$ cat config.mk
export PLATFORM = sky130hd
export DESIGN_NAME = go_back_n_sender_window_top
export DESIGN_NICKNAME = d
export VERILOG_FILES = /design/src/rtl/core/gbn_pkg.sv /design/src/rtl/core/gbn_cmd_q.sv /design/src/rtl/core/gbn_front.sv /design/src/rtl/core/gbn_back.sv /design/src/rtl/core/go_back_n_sender_window_top.sv
export SDC_FILE = /design/constraint.sdc
export NUM_CORES = 1
export LEC_CHECK = 0
export BUFFER_PORTS_ARGS = -buffer_cell sky130_fd_sc_hd__buf_4
export CAP_MARGIN = 20
export CORE_MARGIN = 2
export CORE_UTILIZATION = 58
export CTS_CLUSTER_SIZE = 10
export DETAILED_ROUTE_END_ITERATION = 12
export PLACE_DENSITY = 0.84
export SKIP_LAST_GASP = 1
export SYNTH_ARGS = -nofsm -noshare
export SYNTH_HDL_FRONTEND = slang
export SYNTH_SLANG_ARGS = --single-unit
export TNS_END_PERCENT = 1
$ cat constraint.sdc
create_clock -name clock -period 9.68 [get_ports clock]
set_clock_uncertainty 0.15 [all_clocks]
set_input_delay 1.936 -clock clock [delete_from_list [all_inputs] [get_ports clock]]
set_output_delay 1.936 -clock clock [all_outputs]
set_load 0.02 [all_outputs]
$ cat src/rtl/core/gbn_pkg.sv
package gbn_pkg;

   // widest sequence number the command path carries
   localparam int SeqMaxBits = 32;

   // window fields
   localparam int WinBits = 7;

   // item kinds
   localparam logic [1:0] KindOffer   = 2'd0;
   localparam logic [1:0] KindAck     = 2'd1;
   localparam logic [1:0] KindTimeout = 2'd2;

   // timer commands
   localparam logic [1:0] TimerNone  = 2'd0;
   localparam logic [1:0] TimerStart = 2'd1;
   localparam logic [1:0] TimerStop  = 2'd2;

   // register indexes
   localparam logic CsrMaxWindow  = 1'b0;
   localparam logic CsrInitWindow = 1'b1;

   // reset values of the registers
   localparam logic [WinBits-1:0] MaxWindowReset  = 7'd64;
   localparam logic [WinBits-1:0] InitWindowReset = 7'd50;

   localparam logic [7:0] DupLimit     = 8'd3;
   localparam logic [1:0] TimeoutLimit = 2'd3;

   typedef struct packed {
      logic [1:0]  kind;
      logic [15:0] ack_no;
      logic        ack_ok;
   } req_type;

   typedef struct packed {
      logic               send_valid;
      logic [15:0]        send_seq;
      logic               accepted;
      logic [1:0]         timer_cmd;
      logic [WinBits-1:0] window_now;
      logic               halted;
      logic               last;
   } rsp_type;

   // one burst for the back end: count sends from from_seq, then the closing fields
   typedef struct packed {
      logic [SeqMaxBits-1:0] from_seq;
      logic [WinBits-1:0]    count;
      logic                  accepted;
      logic [1:0]            timer_cmd;
      logic [WinBits-1:0]    window_now;
      logic                  halted;
   } cmd_type;

   // force a window value into 1..limit
   function automatic logic [WinBits-1:0] win_clamp(input logic [WinBits-1:0] value,
                                                    input logic [WinBits-1:0] limit);
      logic [WinBits-1:0] w;
      w = value;
      if (w == '0) begin
         w = 7'd1;
      end
      if (w > limit) begin
         w = limit;
      end
      return w;
   endfunction

endpackage

$ cat src/rtl/core/gbn_cmd_q.sv
module gbn_cmd_q
   import gbn_pkg::*;
(
   input  logic    clock,
   input  logic    reset,
   input  logic    push,
   input  cmd_type push_data,
   output logic    full,
   input  logic    pop,
   output logic    empty,
   output cmd_type head
);

   // two slots, slot0 is the head
   cmd_type    slot0_ff, slot0_in;
   cmd_type    slot1_ff, slot1_in;
   logic [1:0] cnt_ff, cnt_in;
   logic       do_push, do_pop;

   assign empty   = (cnt_ff == 2'd0);
   assign full    = (cnt_ff == 2'd2);
   assign head    = slot0_ff;
   assign do_push = push && !full;
   assign do_pop  = pop && !empty;

   always_comb begin
      slot0_in = slot0_ff;
      slot1_in = slot1_ff;
      cnt_in   = cnt_ff;
      if (do_pop && do_push) begin
         if (cnt_ff == 2'd1) begin
            slot0_in = push_data;
         end else begin
            slot0_in = slot1_ff;
            slot1_in = push_data;
         end
      end else if (do_pop) begin
         slot0_in = slot1_ff;
         cnt_in   = cnt_ff - 2'd1;
      end else if (do_push) begin
         if (cnt_ff == 2'd0) begin
            slot0_in = push_data;
         end else begin
            slot1_in = push_data;
         end
         cnt_in = cnt_ff + 2'd1;
      end
   end

   always_ff @(posedge clock) begin
      slot0_ff <= slot0_in;
      slot1_ff <= slot1_in;
      if (reset) begin
         cnt_ff <= 2'd0;
      end else begin
         cnt_ff <= cnt_in;
      end
   end

endmodule

$ cat src/rtl/core/gbn_front.sv
module gbn_front
   import gbn_pkg::*;
#(
   parameter int SEQ_BITS   = 16,
   parameter int MAX_WINDOW = 64
) (
   input  logic               clock,
   input  logic               reset,
   input  logic               csr_we,
   input  logic               csr_index,
   input  logic [WinBits-1:0] csr_wdata,
   input  logic               take,
   input  req_type            req_data,
   output cmd_type            cmd
);

   localparam int SB = SEQ_BITS;
   localparam logic [WinBits-1:0] MaxWin = WinBits'(MAX_WINDOW);
   localparam logic [SB-1:0] SeqTop = '1;

   logic [WinBits-1:0] max_window_ff, max_window_in;
   logic [WinBits-1:0] init_window_ff, init_window_in;
   logic [SB-1:0]      base_ff, base_in;
   logic [SB-1:0]      next_ff, next_in;
   logic [SB-1:0]      resend_ff, resend_in;
   logic [WinBits-1:0] cwnd_ff, cwnd_in;
   logic [7:0]         dup_ff, dup_in;
   logic [SB-1:0]      lra_ff, lra_in;
   logic [1:0]         tmo_ff, tmo_in;
   logic               halt_ff, halt_in;

   logic [WinBits-1:0] eff_max;
   logic [WinBits-1:0] cw_half;
   logic [SB:0]        lim_wide;
   logic [SB-1:0]      loss_lim;
   logic [WinBits-1:0] loss_cnt;
   logic [WinBits-1:0] cw_inc;
   logic [SB+2:0]      room;
   logic [SB+2:0]      avail;
   logic [SB+2:0]      ack_cnt_w;
   logic [WinBits-1:0] ack_cnt;
   logic [SB-1:0]      ack;
   logic [7:0]         dup_inc;
   logic [1:0]         tmo_inc;
   logic [SB:0]        win_end;

   assign eff_max = win_clamp(max_window_ff, MaxWin);
   assign ack     = SB'(req_data.ack_no);

   // loss event: halve, resend from base up to min(base + window, next)
   always_comb begin
      cw_half = cwnd_ff >> 1;
      if (cw_half == '0) begin
         cw_half = 7'd1;
      end
      lim_wide = {1'b0, base_ff} + (SB+1)'(cw_half);
      loss_lim = (lim_wide > {1'b0, next_ff}) ? next_ff : lim_wide[SB-1:0];
      loss_cnt = (loss_lim > base_ff) ? WinBits'(loss_lim - base_ff) : '0;
      if (loss_cnt > MaxWin) begin
         loss_cnt = MaxWin;
      end
   end

   // new ack: grow window and resend what fits
   always_comb begin
      cw_inc = ({1'b0, cwnd_ff} + 8'd1 < {1'b0, eff_max}) ? cwnd_ff + 7'd1 : eff_max;
      room   = (SB+3)'(base_ff) + (SB+3)'(cw_inc) + (SB+3)'(1) - (SB+3)'(resend_ff);
      avail  = (SB+3)'(next_ff - resend_ff);
      ack_cnt_w = room[SB+2] ? '0 : room;
      if (ack_cnt_w > avail) begin
         ack_cnt_w = avail;
      end
      if (ack_cnt_w > (SB+3)'(MaxWin)) begin
         ack_cnt_w = (SB+3)'(MaxWin);
      end
      ack_cnt = WinBits'(ack_cnt_w);
   end

   assign dup_inc = (ack != lra_ff && dup_ff != 8'd255) ? dup_ff + 8'd1 : dup_ff;
   assign tmo_inc = (cwnd_ff == 7'd1 && tmo_ff < TimeoutLimit) ? tmo_ff + 2'd1 : tmo_ff;
   assign win_end = {1'b0, base_ff} + (SB+1)'(cwnd_ff);

   always_comb begin
      max_window_in  = max_window_ff;
      init_window_in = init_window_ff;
      base_in   = base_ff;
      next_in   = next_ff;
      resend_in = resend_ff;
      cwnd_in   = cwnd_ff;
      dup_in    = dup_ff;
      lra_in    = lra_ff;
      tmo_in    = tmo_ff;
      halt_in   = halt_ff;
      cmd       = '0;

      if (take && !halt_ff) begin
         case (req_data.kind)
            KindOffer: begin
               if (resend_ff == next_ff && {1'b0, next_ff} < win_end && next_ff != SeqTop) begin
                  cmd.accepted  = 1'b1;
                  cmd.from_seq  = SeqMaxBits'(next_ff);
                  cmd.count     = 7'd1;
                  cmd.timer_cmd = (next_ff == base_ff) ? TimerStart : TimerNone;
                  next_in   = next_ff + 1'b1;
                  resend_in = resend_ff + 1'b1;
               end
            end
            KindAck: begin
               if (req_data.ack_ok) begin
                  if (ack < base_ff) begin
                     dup_in = dup_inc;
                     if (dup_inc >= DupLimit) begin
                        lra_in       = ack;
                        cwnd_in      = cw_half;
                        dup_in       = '0;
                        resend_in    = loss_lim;
                        cmd.from_seq = SeqMaxBits'(base_ff);
                        cmd.count    = loss_cnt;
                     end
                  end else begin
                     cwnd_in = cw_inc;
                     if (resend_ff != '0 && resend_ff < next_ff) begin
                        cmd.from_seq = SeqMaxBits'(resend_ff);
                        cmd.count    = ack_cnt;
                        resend_in    = resend_ff + SB'(ack_cnt);
                     end
                     base_in = ack + 1'b1;
                  end
                  cmd.timer_cmd = (base_in == next_ff) ? TimerStop : TimerStart;
               end
            end
            KindTimeout: begin
               tmo_in = tmo_inc;
               if (tmo_inc >= TimeoutLimit) begin
                  halt_in       = 1'b1;
                  cmd.timer_cmd = TimerStop;
               end else begin
                  cwnd_in       = cw_half;
                  dup_in        = '0;
                  resend_in     = loss_lim;
                  cmd.from_seq  = SeqMaxBits'(base_ff);
                  cmd.count     = loss_cnt;
                  cmd.timer_cmd = TimerStart;
               end
            end
            default: begin
            end
         endcase
      end

      if (csr_we) begin
         case (csr_index)
            CsrMaxWindow: begin
               max_window_in = csr_wdata;
            end
            CsrInitWindow: begin
               init_window_in = csr_wdata;
               cwnd_in        = win_clamp(csr_wdata, eff_max);
            end
            default: begin
            end
         endcase
      end

      cmd.window_now = cwnd_in;
      cmd.halted     = halt_in;
   end

   always_ff @(posedge clock) begin
      if (reset) begin
         max_window_ff  <= MaxWindowReset;
         init_window_ff <= InitWindowReset;
         base_ff   <= '0;
         next_ff   <= '0;
         resend_ff <= '0;
         cwnd_ff   <= win_clamp(InitWindowReset, win_clamp(MaxWindowReset, MaxWin));
         dup_ff    <= '0;
         lra_ff    <= '0;
         tmo_ff    <= '0;
         halt_ff   <= 1'b0;
      end else begin
         max_window_ff  <= max_window_in;
         init_window_ff <= init_window_in;
         base_ff   <= base_in;
         next_ff   <= next_in;
         resend_ff <= resend_in;
         cwnd_ff   <= cwnd_in;
         dup_ff    <= dup_in;
         lra_ff    <= lra_in;
         tmo_ff    <= tmo_in;
         halt_ff   <= halt_in;
      end
   end

endmodule

$ cat src/rtl/core/gbn_back.sv
module gbn_back
   import gbn_pkg::*;
#(
   parameter int SEQ_BITS = 16
) (
   input  logic    clock,
   input  logic    reset,
   input  logic    q_empty,
   input  cmd_type q_head,
   output logic    q_pop,
   output logic    rsp_empty,
   input  logic    rsp_pop,
   output rsp_type rsp_data
);

   logic               act_ff, act_in;
   cmd_type            cur_ff, cur_in;
   logic [WinBits-1:0] idx_ff, idx_in;
   logic               out_valid_ff, out_valid_in;
   rsp_type            out_ff, out_in;
   logic               advance;
   logic               is_last;
   logic [SEQ_BITS-1:0] seq;

   assign rsp_empty = !out_valid_ff;
   assign rsp_data  = out_ff;
   assign advance   = !out_valid_ff || rsp_pop;
   assign q_pop     = !act_ff && !q_empty;

   assign is_last = (cur_ff.count == '0) || (idx_ff == cur_ff.count - 7'd1);
   assign seq     = SEQ_BITS'(cur_ff.from_seq) + SEQ_BITS'(idx_ff);

   always_comb begin
      act_in       = act_ff;
      cur_in       = cur_ff;
      idx_in       = idx_ff;
      out_valid_in = out_valid_ff;
      out_in       = out_ff;

      if (rsp_pop) begin
         out_valid_in = 1'b0;
      end

      if (act_ff && advance) begin
         out_valid_in      = 1'b1;
         out_in            = '0;
         out_in.send_valid = (cur_ff.count != '0);
         out_in.send_seq   = (cur_ff.count != '0) ? 16'(seq) : '0;
         out_in.window_now = cur_ff.window_now;
         out_in.halted     = cur_ff.halted;
         if (is_last) begin
            out_in.accepted  = cur_ff.accepted;
            out_in.timer_cmd = cur_ff.timer_cmd;
            out_in.last      = 1'b1;
            act_in           = 1'b0;
         end else begin
            idx_in = idx_ff + 7'd1;
         end
      end

      if (q_pop) begin
         act_in = 1'b1;
         cur_in = q_head;
         idx_in = '0;
      end
   end

   always_ff @(posedge clock) begin
      cur_ff <= cur_in;
      idx_ff <= idx_in;
      out_ff <= out_in;
      if (reset) begin
         act_ff       <= 1'b0;
         out_valid_ff <= 1'b0;
      end else begin
         act_ff       <= act_in;
         out_valid_ff <= out_valid_in;
      end
   end

endmodule

$ cat src/rtl/core/go_back_n_sender_window_top.sv
// go-back-n sender control with a halving congestion window. each req transfer is an
// offer, an ack or a timer expiry; the front end decides it and updates the window in the
// cycle it is taken, so req_full only rises when the two-entry command queue is full.
// the back end then walks the burst, one rsp transfer per cycle while rsp_pop is held high:
// an item gives max(1, sends) results, one for an offer, up to MAX_WINDOW (64) for a
// full-window resend, and the walker takes the next command only after the last result
// of the current one, so the walker is what bounds throughput. the last result of each item
// carries last, accepted and timer_cmd. csr writes take effect at once and are meant for
// idle periods; writing initial_window also reloads the congestion window. three timeouts
// at window one stop the block for good: from then on each item gives a single result
// with halted set
module go_back_n_sender_window_top
   import gbn_pkg::*;
#(
   parameter int SEQ_BITS   = 16,
   parameter int MAX_WINDOW = 64
) (
   input  logic               clock,
   input  logic               reset,
   // input items
   input  logic               req_push,
   output logic               req_full,
   input  req_type            req_data,
   // results
   output logic               rsp_empty,
   input  logic               rsp_pop,
   output rsp_type            rsp_data,
   // register writes
   input  logic               csr_we,
   input  logic               csr_index,
   input  logic [WinBits-1:0] csr_wdata
);

   logic    take;
   cmd_type cmd;
   logic    q_full;
   logic    q_empty;
   logic    q_pop;
   cmd_type q_head;

   // an item is taken whenever the queue has room
   assign req_full = q_full;
   assign take     = req_push && !q_full;

   // front: classify and update window state
   gbn_front #(
      .SEQ_BITS   (SEQ_BITS),
      .MAX_WINDOW (MAX_WINDOW)
   ) u_front (
      .clock     (clock),
      .reset     (reset),
      .csr_we    (csr_we),
      .csr_index (csr_index),
      .csr_wdata (csr_wdata),
      .take      (take),
      .req_data  (req_data),
      .cmd       (cmd)
   );

   // burst commands waiting for the walker
   gbn_cmd_q u_cmd_q (
      .clock     (clock),
      .reset     (reset),
      .push      (take),
      .push_data (cmd),
      .full      (q_full),
      .pop       (q_pop),
      .empty     (q_empty),
      .head      (q_head)
   );

   // back: emit one result per cycle into the output register while the receiver keeps popping
   gbn_back #(
      .SEQ_BITS (SEQ_BITS)
   ) u_back (
      .clock     (clock),
      .reset     (reset),
      .q_empty   (q_empty),
      .q_head    (q_head),
      .q_pop     (q_pop),
      .rsp_empty (rsp_empty),
      .rsp_pop   (rsp_pop),
      .rsp_data  (rsp_data)
   );

`ifndef SYNTHESIS
   // a result that sends nothing is always the only one of its item
   a_nosend_is_last: assert property (@(posedge clock) disable iff (reset)
      !rsp_empty && !rsp_data.send_valid |-> rsp_data.last)
      else $error("result without send is not last");

   // an accepted offer always sends its packet on its closing result
   a_accept_sends: assert property (@(posedge clock) disable iff (reset)
      !rsp_empty && rsp_data.accepted |-> rsp_data.send_valid && rsp_data.last)
      else $error("accepted offer without send");

   // the window stays within its bounds
   a_window_range: assert property (@(posedge clock) disable iff (reset)
      !rsp_empty |-> rsp_data.window_now != 7'd0 &&
                     rsp_data.window_now <= WinBits'(MAX_WINDOW))
      else $error("window out of range");

   // a halted block never starts the timer and never sends
   a_halt_no_start: assert property (@(posedge clock) disable iff (reset)
      !rsp_empty && rsp_data.halted |-> rsp_data.timer_cmd != TimerStart &&
                                        !rsp_data.send_valid)
      else $error("halted block started timer or sent");
`endif

endmodule

Word level (Yosys, flattened, before mapping)
Cells that the tools add are included.
{"block": "classes", "add_sub_neg": 20, "eq_ne": 21, "n_mux": 75, "magnitude_cmp": 14, "bitwise_logic": 3, "reduce_logical": 48}
{"cell": "34-bit two-way mux", "n": 10}
{"cell": "16-bit two-way mux", "n": 11}
{"cell": "7-bit two-way mux", "n": 17}
{"cell": "23-bit two-way mux", "n": 5}
{"cell": "23-bit case mux with 3 select lines", "n": 1}
{"cell": "26-bit two-way mux", "n": 2}
{"cell": "16-bit by 1-bit adder with 16-bit output (second input constant)", "n": 3}
{"cell": "16-bit == test", "n": 3}
{"cell": "16-bit case mux with 3 select lines", "n": 1}
{"cell": "8-bit two-way mux", "n": 5}
{"cell": "16-bit by 7-bit adder with 17-bit output", "n": 2}
{"cell": "16-bit by 7-bit adder with 16-bit output", "n": 2}
{"cell": "16-bit less-than comparator", "n": 2}
{"cell": "7-bit logical NOT", "n": 4}
{"cell": "19-bit by 1-bit adder with 19-bit output (second input constant)", "n": 1}
{"cell": "19-bit > comparator", "n": 1}
{"cell": "19-bit by 7-bit > comparator with 1-bit output (second input constant)", "n": 1}
{"cell": "19-bit two-way mux", "n": 1}
{"cell": "19-bit by 16-bit subtractor with 19-bit output", "n": 1}
{"cell": "18-bit two-way mux", "n": 1}
{"cell": "16-bit by 6-bit adder with 17-bit output", "n": 1}
{"cell": "17-bit by 16-bit > comparator with 1-bit output", "n": 1}
{"cell": "16-bit by 17-bit less-than comparator with 1-bit output", "n": 1}
{"cell": "16-bit by 16-bit subtractor with 17-bit output", "n": 1}
{"cell": "other kinds (45)", "n": 103}
{"block": "word_totals", "elab_cells": 219, "reg_bits": 231, "inputBits": 32}

Depth between registers and ports, before layout
Gate-level depths: netlist of the first run.
{"block": "logic_depth", "word_depth": 23, "ltp_mapped": 56, "depth_no_buf": 50}

Modules after synthesis
A second synthesis of the first run with hierarchy kept.
{"block": "hier_totals", "hier_cells": 2126, "area_unflattened_um2": 19583.8}
{"mod": "gbn_front", "cells_each": 1740, "seq_area_each_um2": 1781.7, "area_each_um2": 12684.7, "instances": 1}
{"mod": "gbn_cmd_q", "cells_each": 178, "seq_area_each_um2": 3042.9, "area_each_um2": 3856.2, "instances": 1}
{"mod": "gbn_back", "cells_each": 207, "seq_area_each_um2": 2072.0, "area_each_um2": 3029.2, "instances": 1}
{"mod": "go_back_n_sender_window_top", "cells_each": 1, "seq_area_each_um2": 0.0, "area_each_um2": 13.8, "instances": 1}

Least setup slack after synthesis of the first run
Ideal clock, no wire load.
{"block": "synth_timing", "path_kind": "register to register", "from": "register u_front.cwnd_ff[1]", "to": "register u_front.resend_ff[12]", "t_required_ns": 9.403, "setup_time_ns": 0.127, "n_path_buf": 5, "path_slack_ns": -0.383, "period_less_slack_ns": 10.063, "path_stages_with_launch": 52, "t_arrival_ns": 9.786, "cell_sequence": "dfxtp_1 -> inv_1 -> ha_1 -> inv_1 -> ha_1 -> a2111oi_0 -> o21ai_0 -> a41oi_1 -> clkbuf_1 -> nand2b_1 -> o21ai_0 -> ha_1 -> a21o_1 -> a21oi_1 -> o21bai_1 -> a21oi_1 -> o21bai_1 -> a21oi_1 -> [... 16 more ...] -> o31ai_1 -> a31oi_1 -> o21ai_2 -> buf_6 -> o21a_1 -> a21oi_2 -> or2_1 -> clkbuf_1 -> a21oi_1 -> ha_1 -> fa_1 -> a21oi_1 -> a2111o_1 -> a31oi_1 -> or4_4 -> a21bo_1 -> a31o_1 -> or3_1"}
{"block": "synth_between", "elab_chain_cells": 16, "word_cells_on_any_way": 35, "cone_classes": "add/sub: 8; order compare: 6; eq/ne: 3; mux: 13; reduce/logical: 5"}
{"item": "start: declaration", "line_no": "gbn_front.sv:26", "source": "logic [WinBits-1:0] cwnd_ff, cwnd_in;"}
{"item": "start signal: assignment", "line_no": "gbn_front.sv:176", "source": "cwnd_ff <= win_clamp(InitWindowReset, win_clamp(MaxWindowReset, MaxWin));"}
{"item": "start signal: assignment", "line_no": "gbn_front.sv:187", "source": "cwnd_ff <= cwnd_in;"}
{"item": "7-bit by 1-bit adder with 8-bit output", "line_no": "gbn_front.sv:66", "source": "cw_inc = ({1'b0, cwnd_ff} + 8'd1 < {1'b0, eff_max}) ? cwnd_ff + 7'd1 : eff_max;"}
{"item": "8-bit by 7-bit less-than comparator with 1-bit output", "line_no": "gbn_front.sv:66"}
{"item": "7-bit two-way mux", "line_no": "gbn_front.sv:66"}
{"item": "16-bit by 7-bit adder with 17-bit output", "line_no": "gbn_front.sv:67", "source": "room = (SB+3)'(base_ff) + (SB+3)'(cw_inc) + (SB+3)'(1) - (SB+3)'(resend_ff);"}
{"item": "19-bit by 1-bit adder with 19-bit output", "line_no": "gbn_front.sv:67"}
{"item": "19-bit by 16-bit subtractor with 19-bit output", "line_no": "gbn_front.sv:67"}
{"item": "18-bit two-way mux", "line_no": "gbn_front.sv:69", "source": "ack_cnt_w = room[SB+2] ? '0 : room;"}
{"item": "19-bit > comparator", "line_no": "gbn_front.sv:70", "source": "if (ack_cnt_w > avail) begin"}
{"item": "19-bit two-way mux", "line_no": "gbn_front.sv:70"}
{"item": "19-bit by 7-bit > comparator with 1-bit output", "line_no": "gbn_front.sv:73", "source": "if (ack_cnt_w > (SB+3)'(MaxWin)) begin"}
{"item": "7-bit two-way mux", "line_no": "gbn_front.sv:73"}
{"item": "16-bit by 7-bit adder with 16-bit output", "line_no": "gbn_front.sv:125", "source": "resend_in = resend_ff + SB'(ack_cnt);"}
{"item": "16-bit two-way mux", "line_no": "gbn_front.sv:122", "source": "if (resend_ff != '0 && resend_ff < next_ff) begin"}
{"item": "16-bit two-way mux", "line_no": "gbn_front.sv:110", "source": "if (ack < base_ff) begin"}
{"item": "16-bit two-way mux", "line_no": "gbn_front.sv:109", "source": "if (req_data.ack_ok) begin"}
{"item": "16-bit case mux with 3 select lines", "line_no": "gbn_front.sv:97", "source": "case (req_data.kind)"}
{"item": "end signal: assignment", "line_no": "gbn_front.sv:186", "source": "resend_ff <= resend_in;"}
{"item": "end: declaration", "line_no": "gbn_front.sv:25", "source": "logic [SB-1:0] resend_ff, resend_in;"}
Parallel ways exist; a longest one is shown, timed or not. The select of a mux whose other input is x is not followed.
A chain may end at the register's enable or synchronous reset.

Worst setup path in the final report of the first run
{"block": "layout_timing", "from": "register u_front.max_window_ff[4]", "to": "register u_front.resend_ff[12]"}
{"block": "layout_between", "elab_chain_cells": 19}
{"item": "start: declaration", "line_no": "gbn_front.sv:21", "source": "logic [WinBits-1:0] max_window_ff, max_window_in;"}
{"item": "start signal: assignment", "line_no": "gbn_front.sv:171", "source": "max_window_ff <= MaxWindowReset;"}
{"item": "start signal: assignment", "line_no": "gbn_front.sv:182", "source": "max_window_ff <= max_window_in;"}
{"item": "7-bit logical NOT", "line_no": "gbn_pkg.sv:61", "source": "if (w == '0) begin"}
{"item": "7-bit two-way mux (*)", "line_no": "gbn_pkg.sv:61"}
{"item": "7-bit > comparator", "line_no": "gbn_pkg.sv:64", "source": "if (w > limit) begin"}
{"item": "7-bit two-way mux (*)", "line_no": "gbn_pkg.sv:64"}
{"item": "8-bit by 7-bit less-than comparator with 1-bit output", "line_no": "gbn_front.sv:66"}
{"item": "7-bit two-way mux (*)", "line_no": "gbn_front.sv:66"}
{"item": "16-bit by 7-bit adder with 17-bit output (*)", "line_no": "gbn_front.sv:67"}
{"item": "19-bit by 1-bit adder with 19-bit output (*)", "line_no": "gbn_front.sv:67"}
{"item": "[... 3 more ...]"}
{"item": "19-bit two-way mux (*)", "line_no": "gbn_front.sv:70"}
{"item": "19-bit by 7-bit > comparator with 1-bit output", "line_no": "gbn_front.sv:73"}
{"item": "7-bit two-way mux (*)", "line_no": "gbn_front.sv:73"}
{"item": "16-bit by 7-bit adder with 16-bit output (*)", "line_no": "gbn_front.sv:125"}
{"item": "16-bit two-way mux (*)", "line_no": "gbn_front.sv:122"}
{"item": "16-bit two-way mux (*)", "line_no": "gbn_front.sv:110"}
{"item": "16-bit two-way mux (*)", "line_no": "gbn_front.sv:109"}
{"item": "16-bit case mux with 3 select lines (*)", "line_no": "gbn_front.sv:97"}
Mark *: on every way between the ends. The rest lies on a longest branch, timed or not. The select of a mux whose other input is x is not followed.

==> flow_metrics.tcl, run 1 <==
set metrics [dict create \
    final-hold-violation-count 0 \
    post-place-ws_ps -755 \
    fin_crit_sh_pct 104 \
    fin_nets 2561 \
    ys_types 104 \
    fin_cells 2750 \
    setup_ws_ps -399 \
    fmax_mhz 99.2 \
    crit_arrival_ps 10380 \
    worst_path_largest_cell_delay_ps 560 \
    hold_path.class "reg -> reg" \
    diodes 0 \
    area_delta_synth_final_pct 17.3 \
    grt_max_degree 53 \
    vdd_drop_max_mv 0.220 \
    grt_pass1_vias 16800 \
    htree_levels 1 \
    end_kind "register" \
    path_clk_slew_ps 60 \
    core-area_um2 31700 \
    synth_edf_count 131 \
    r2r-end "u_front.resend_ff[12]" \
    finalSetupViolations 12 \
    p_clk_share_pct 17.5 \
    final_util_pct 69.5 \
    finalWirelength_um 57200 \
    fin_crit_ps 10080 \
    cts-buffers-inserted 28 \
    layout_common_cells "245 x buf_4, 214 x nor2_1, 182 x ha_1" \
    drc 0 \
    die_h_um 184 \
    vias_per_cell 6.38 \
    globalplace.congestion 1.03 \
    hold_buffers 0 \
    dr.pass1.iters 6 \
    min_to "u_back.cur_ff[3]" \
    synthArstFlopShare_pct 0 \
    synth-seq-cells 231 \
    min-delay-start "u_cmd_q.head[3]" \
    ctsRootBufferMaster "clkbuf_16" \
    combinationalPowerShare_pct 54.9 \
    mostFrequentLayoutCell "buf_4" \
    ff2ff_setup_slack_ps -400 \
    yosys_warnings 0 \
    grt_usage_pct 33.1 \
    slew_headroom_pct 20.4 \
    worstSetupPathType "reg -> reg" \
    switching_share_pct 40.8 \
    cts.sink_count 231 \
    fp.dieW_um 184 \
    syn_avg_cell_area_um2 8.73 \
    worstReg2RegStart "u_front.max_window_ff[4]" \
    clockBufferDepth 3 \
    drv_cap 0 \
    synth.net_count 2388 \
    critPathSlowestCell "or4_4" \
    dominantRegCellSynth "edfxtp_1" \
    antenna_found_initial 0 \
    setup_tns_ps -3410 \
    dieArea_um2 33900 \
    wl_per_cell_um 20.8 \
    run_status "finished with violations" \
    port_buffers 62 \
    rows 65 \
    ios 63 \
    initial_core_util_pct 59.3 \
    required_ps 9980 \
    violations "negative setup slack" \
    rsz0062_at_grt "yes" \
    nFillCells 2517 \
    grt_pass1_wl_um 88800 \
    internal-power_mw 3.26 \
    power.switching_mw 2.24 \
    hold_depth 0 \
    dp_hpwl_um 43900 \
    syn_inst 2153 \
    crit_path_max_fanout 8 \
    overflow 0 \
    p_leak_nw 9.01 \
    worst_pin_slew_ps 1180 \
    drt-initial-drc-count 1663 \
    crit_top_cell "buf_4" \
    synth_area_um2 18800 \
    vias 17500 \
    seq_power_share_pct 27.5 \
    power.density_nw_per_um2 250 \
    synth.yosys.seq_area_share_pct 31.6 \
    antenna_left 0 \
    dp_cells 2679 \
    final_max_slew_viol_count 0 \
    r2r_cells 48 \
    worstSkewPairLatency_ps 570 \
    critPathLaunchType "register" \
    cts_tree "built" \
    drive_above_1_share_pct 18.4 \
]
[stage by stage]
| step | instance area (um^2) | hold WS [ps] | power (mW) |
|---|---|---|---|
| final | 22000 | 263 | 5.50 |
| after floorplan | 18900 | 250 | 3.25 |
| after CTS | 21900 | 265 | 5.38 |
| after global routing | 22000 | 277 | 5.80 |
| after global placement | 20600 | 251 | 4.16 |
| after detailed placement | 20600 | 255 | 4.25 |
[timing repair]
action / CTS / global route
endpoints found under the setup margin: 14 / 15
pin swaps: 45 / 31
buffers inserted: 13 / 4
cloned: 1 / 0
resized for setup: 66 / 27
[synthesized netlist by cell type, types with 16 or more instances]
library cell	count	area (um^2)
nand2_1	164	616
clkbuf_1	77	289
ha_1	195	2440
nor2b_1	23	144
dfxtp_1	100	2000
a211oi_1	40	300
nand4_1	45	282
o21ai_0	79	395
a21oi_1	165	826
xor2_1	57	499
nand2b_1	20	125
and2_1	20	125
edfxtp_1	131	3930
xnor2_1	127	1110
nand3_1	64	320
inv_1	120	450
nor2_1	223	837
mux2i_1	46	460
and3_1	16	100
a22oi_1	21	158
mux2_2	29	327
a31oi_1	19	119
nor4_1	16	100
nor3_1	49	245
a21o_1	48	360
[area by class of cell]
cell class / count / area, um^2 / area share, %
clock buffer: 48 / 786 / 3.56
inverter: 123 / 462 / 2.09
timing repair buffer: 249 / 1890 / 8.59
sequential: 231 / 5940 / 26.9
multi-input combinational: 1693 / 12400 / 56.3
tap: 402 / 503 / 2.28
clock inverter: 4 / 48.8 / 0.221
[power by group through the flow]
stage                     Sequential [mW]  Clock [mW]  Combinational (mW)
after global routing                 1.54        1.01                3.25
after detailed placement             1.53           0                2.72
after global placement               1.52           0                2.65
after floorplan                      1.54           0                1.71
after CTS                            1.52       0.969                2.89
final                                1.52       0.964                3.02
[worst max-delay path by stage]
stage | start | end | depth (start not counted)
after global placement | u_front.max_window_ff[1] | u_front.resend_ff[12] | 46
after detailed placement | u_front.max_window_ff[1] | u_front.resend_ff[12] | 46
final | u_front.max_window_ff[4] | u_front.resend_ff[12] | 48
after global routing | u_front.max_window_ff[4] | u_front.resend_ff[12] | 47
after floorplan | u_front.cwnd_ff[1] | u_front.resend_ff[9] | 52
after CTS | u_front.max_window_ff[4] | u_front.resend_ff[12] | 46
[worst max-delay path, delay by kind of cell (launching register included)]
kind            cells  cell delay [ps]
xor+xnor            1              120
buf+inv             7             1000
simple gates       15             3110
flops               1              320
mux                 1              270
fa+ha+maj           6             1510
compound gates     18             3480
[logic make-up (layout without fill, tap and decap cells)]
family	after synthesis	in the layout	share of synthesized area, %
AO/OA/AOI/OAI	524	524	18.4
buffers and inverters	229	424	4.97
adder cells (fa/ha/maj)	204	204	13.9
flip-flops	231	231	31.6
XOR/XNOR	184	184	8.57
AND/OR/NAND/NOR	702	702	18.1
multiplexers	79	79	4.46
[per-layer routing]
metal | share of wire (%) | routed length [um] | vias to the layer above | GRT usage [%]
met1 | 41 | 23600 | 8341 | 42.4
met5 | 0 | 0 | - | 0
met3 | 7.9 | 4550 | 210 | 5.11
met4 | 5.2 | 2990 | 0 | 16.4
li1 | - | - | 8168 | -
met2 | 46 | 26100 | 830 | 54.4
[flip-flops by register name, summed over array words and instances (netlist names)]
signal and cells:
u_back.act_ff 1, u_back.cur_ff 34, u_back.idx_ff 7, u_back.out_valid_ff 1, u_back.rsp_data 29, u_cmd_q.cnt_ff 2
u_cmd_q.head 34, u_cmd_q.slot1_ff 34, u_front.base_ff 16, u_front.cwnd_ff 7, u_front.dup_ff 8, u_front.halt_ff 1
u_front.lra_ff 16, u_front.max_window_ff 7, u_front.next_ff 16, u_front.resend_ff 16, u_front.tmo_ff 2
Power figures use the tool's default switching activity.
==> run 2: changes to the inputs <==
--- a/config.mk
+++ b/config.mk
@@ -5,13 +5,15 @@
 export SDC_FILE = /design/constraint.sdc
 export NUM_CORES = 1
 export LEC_CHECK = 0
+export ABC_AREA = 1
 export BUFFER_PORTS_ARGS = -buffer_cell sky130_fd_sc_hd__buf_4
 export CAP_MARGIN = 20
 export CORE_MARGIN = 2
-export CORE_UTILIZATION = 58
+export CORE_UTILIZATION = 40
+export CTS_BUF_LIST = sky130_fd_sc_hd__clkbuf_4 sky130_fd_sc_hd__clkbuf_8
 export CTS_CLUSTER_SIZE = 10
 export DETAILED_ROUTE_END_ITERATION = 12
-export PLACE_DENSITY = 0.84
+export PLACE_DENSITY = 0.63
 export SKIP_LAST_GASP = 1
 export SYNTH_ARGS = -nofsm -noshare
 export SYNTH_HDL_FRONTEND = slang
==> flow_metrics.tcl, run 2 <==
set metrics [dict create \
    run_status "complete, no violations" \
    setup_ws_ps 638 \
    internal-power_mw 2.86 \
    cts.sink_count 231 \
    clockBufferDepth 3 \
    grt_usage_pct 24.4 \
    layout_common_cells "684 x nand2_1, 352 x inv_1, 240 x nor2_1" \
    syn_avg_cell_area_um2 7.07 \
    path_clk_slew_ps 60 \
    worst_pin_slew_ps 1070 \
    dp_cells 3494 \
    critPathSlowestCell "ha_2" \
    area_delta_synth_final_pct 11.4 \
    globalplace.congestion 0.987 \
    hold_ws_ps 262 \
    drc 0 \
    dieArea_um2 51800 \
    final_util_pct 45.3 \
    mostFrequentLayoutCell "nand2_1" \
    total_power_mw 5.36 \
    synth-seq-cells 231 \
    diodes 0 \
    synth.most_common_cell "nand2_1" \
    ys_types 65 \
    crit_path_max_fanout 9 \
    htree_levels 2 \
    critPathLaunchType "register" \
    worstSkewPairLatency_ps 580 \
    rows 81 \
    yosysTopAreaCellShare_pct 19.7 \
    crit_arrival_ps 9310 \
    vias_per_cell 5.43 \
    p_clk_share_pct 16.7 \
    design_area_um2 22300 \
    core-area_um2 49200 \
    fin_cells 3579 \
    synth_edf_count 131 \
    vias 19400 \
    cp_top_family "simple AND/OR/NAND/NOR gates" \
    synth.yosys.seq_area_share_pct 29.7 \
    slew_headroom_pct 28.1 \
    antenna_left 0 \
    synth_area_leaders "edfxtp_1 20%, nand2_1 13%, ha_1 12%, dfxtp_1 10%, inv_1 6.7%" \
    hold_path.class "reg -> reg" \
    drive_above_1_share_pct 10.4 \
    synthArstFlopShare_pct 0 \
    synth_area_um2 20000 \
    cts-buffers-inserted 40 \
    finalSetupViolations 0 \
    yosys_warnings 0 \
    fmax_mhz 111 \
    worst_path_largest_cell_delay_ps 390 \
    fin_crit_sh_pct 93.4 \
    syn_inst 2827 \
    combinationalPowerShare_pct 54.4 \
    final_max_slew_viol_count 0 \
    drv_cap 0 \
    post-place-ws_ps 37.8 \
    power.density_nw_per_um2 240 \
    grt_pass1_wl_um 99400 \
    worstSetupPathType "reg -> reg" \
    switching_share_pct 46.6 \
    overflow 0 \
    end_kind "register" \
    fin_nets 3123 \
    power.switching_mw 2.50 \
    fin_crit_ps 9040 \
    nFillCells 5013 \
    final-hold-violation-count 0 \
    antenna_found_initial 0 \
    synth_common_cells "698 x nand2_1, 355 x inv_1, 246 x nor2_1" \
    wl_per_cell_um 18.0 \
    finalWirelength_um 64300 \
    ff2ff_setup_slack_ps 640 \
    dominantRegCellSynth "edfxtp_1" \
    dp_hpwl_um 50300 \
    cts_tree "built" \
    dpl_cell_area_um2 21100 \
    ctsRootBufferMaster "clkbuf_8" \
    dr.pass1.iters 6 \
    crit_top_cell "nand2_1" \
    crit_buf_inv 11 \
    seq_power_share_pct 29.0 \
    grt_pass1_vias 18200 \
    vdd_drop_max_mv 0.140 \
    p_leak_nw 10.5 \
    die_h_um 228 \
    hold_buffers 0 \
    port_buffers 62 \
    grt_max_degree 80 \
    drt-initial-drc-count 1643 \
    required_ps 9950 \
    initial_core_util_pct 40.7 \
    fp.dieW_um 228 \
    setup_tns_ps 0 \
    synth.net_count 3062 \
    ios 63 \
    synth_largest_area_cell "edfxtp_1" \
]
[run 2: cell count changes after synthesis, moves of 45 or more]
| cell | previous run | this run |
|---|---|---|
| o21ai_0 | 79 | 162 |
| nand3_1 | 64 | 148 |
| nand2_1 | 164 | 698 |
| xnor2_1 | 127 | 29 |
| mux2i_1 | 46 | 1 |
| a21oi_1 | 165 | 221 |
| inv_1 | 120 | 355 |
[run 2: power by group through the flow]
stage	Sequential, mW	Combinational [mW]	Clock, mW
2_1_floorplan	1.58	1.97	0
6_report	1.55	2.91	0.892
4_1_cts	1.56	2.77	0.918
3_3_place_gp	1.56	2.73	0
5_1_grt	1.58	3.27	0.957
3_5_place_dp	1.58	2.76	0
[run 2: kinds of logic after synthesis]
kind of cell             count (synthesis)  synth area share [%]
buffers and inverters                  469                  9.18
AO/OA/AOI/OAI                          529                  15.1
AND/OR/NAND/NOR                       1273                  27.7
adder cells (fa/ha/maj)                203                  13.0
multiplexers                             1                0.0500
XOR/XNOR                               121                  5.30
flip-flops                             231                  29.7
[run 2: worst paths after layout]
| kind | depth (start not counted) | end | startpoint |
|---|---|---|---|
| hold reg to reg | 0 | u_back.cur_ff[12] | u_cmd_q.head[12] |
| hold / removal | 0 | u_back.cur_ff[12] | u_cmd_q.head[12] |
| setup / recovery | 71 | u_front.resend_ff[14] | u_front.cwnd_ff[1] |
| setup reg to reg | 71 | u_front.resend_ff[14] | u_front.cwnd_ff[1] |
[run 2: worst register-to-register path: cells and delay by family (launching register included)]
| family | cells | cell delay [ps] |
|---|---|---|
| adder cells (fa/ha/maj) | 7 | 2140 |
| buffers and inverters | 11 | 940 |
| XOR/XNOR | 1 | 150 |
| flip-flops | 1 | 350 |
| AND/OR/NAND/NOR | 45 | 4250 |
| AO/OA/AOI/OAI | 7 | 950 |
[run 2: cell type report]
class | count | area [um^2] | area share, %
clock inverters | 10 | 62.6 | 0.281
multi-input cells | 2130 | 12500 | 56.1
flip-flops and latches | 231 | 5940 | 26.6
well taps | 664 | 831 | 3.73
inverters | 382 | 1440 | 6.46
repair buffers | 103 | 801 | 3.59
clock buffers | 59 | 706 | 3.17
[run 2: repair_timing]
action,CTS,global route
setup endpoints to repair,0,17
setup buffers,0,11
gates resized for setup,0,62
[run 2: routing by layer]
layer | global-route usage [%] | wire length [um] | vias to the layer above
li1 | - | - | 9559
met1 | 33.2 | 28300 | 9065
met2 | 40.1 | 29300 | 688
met3 | 3.45 | 4690 | 126
met4 | 7.61 | 1960 | 0
met5 | 0 | 0 | -
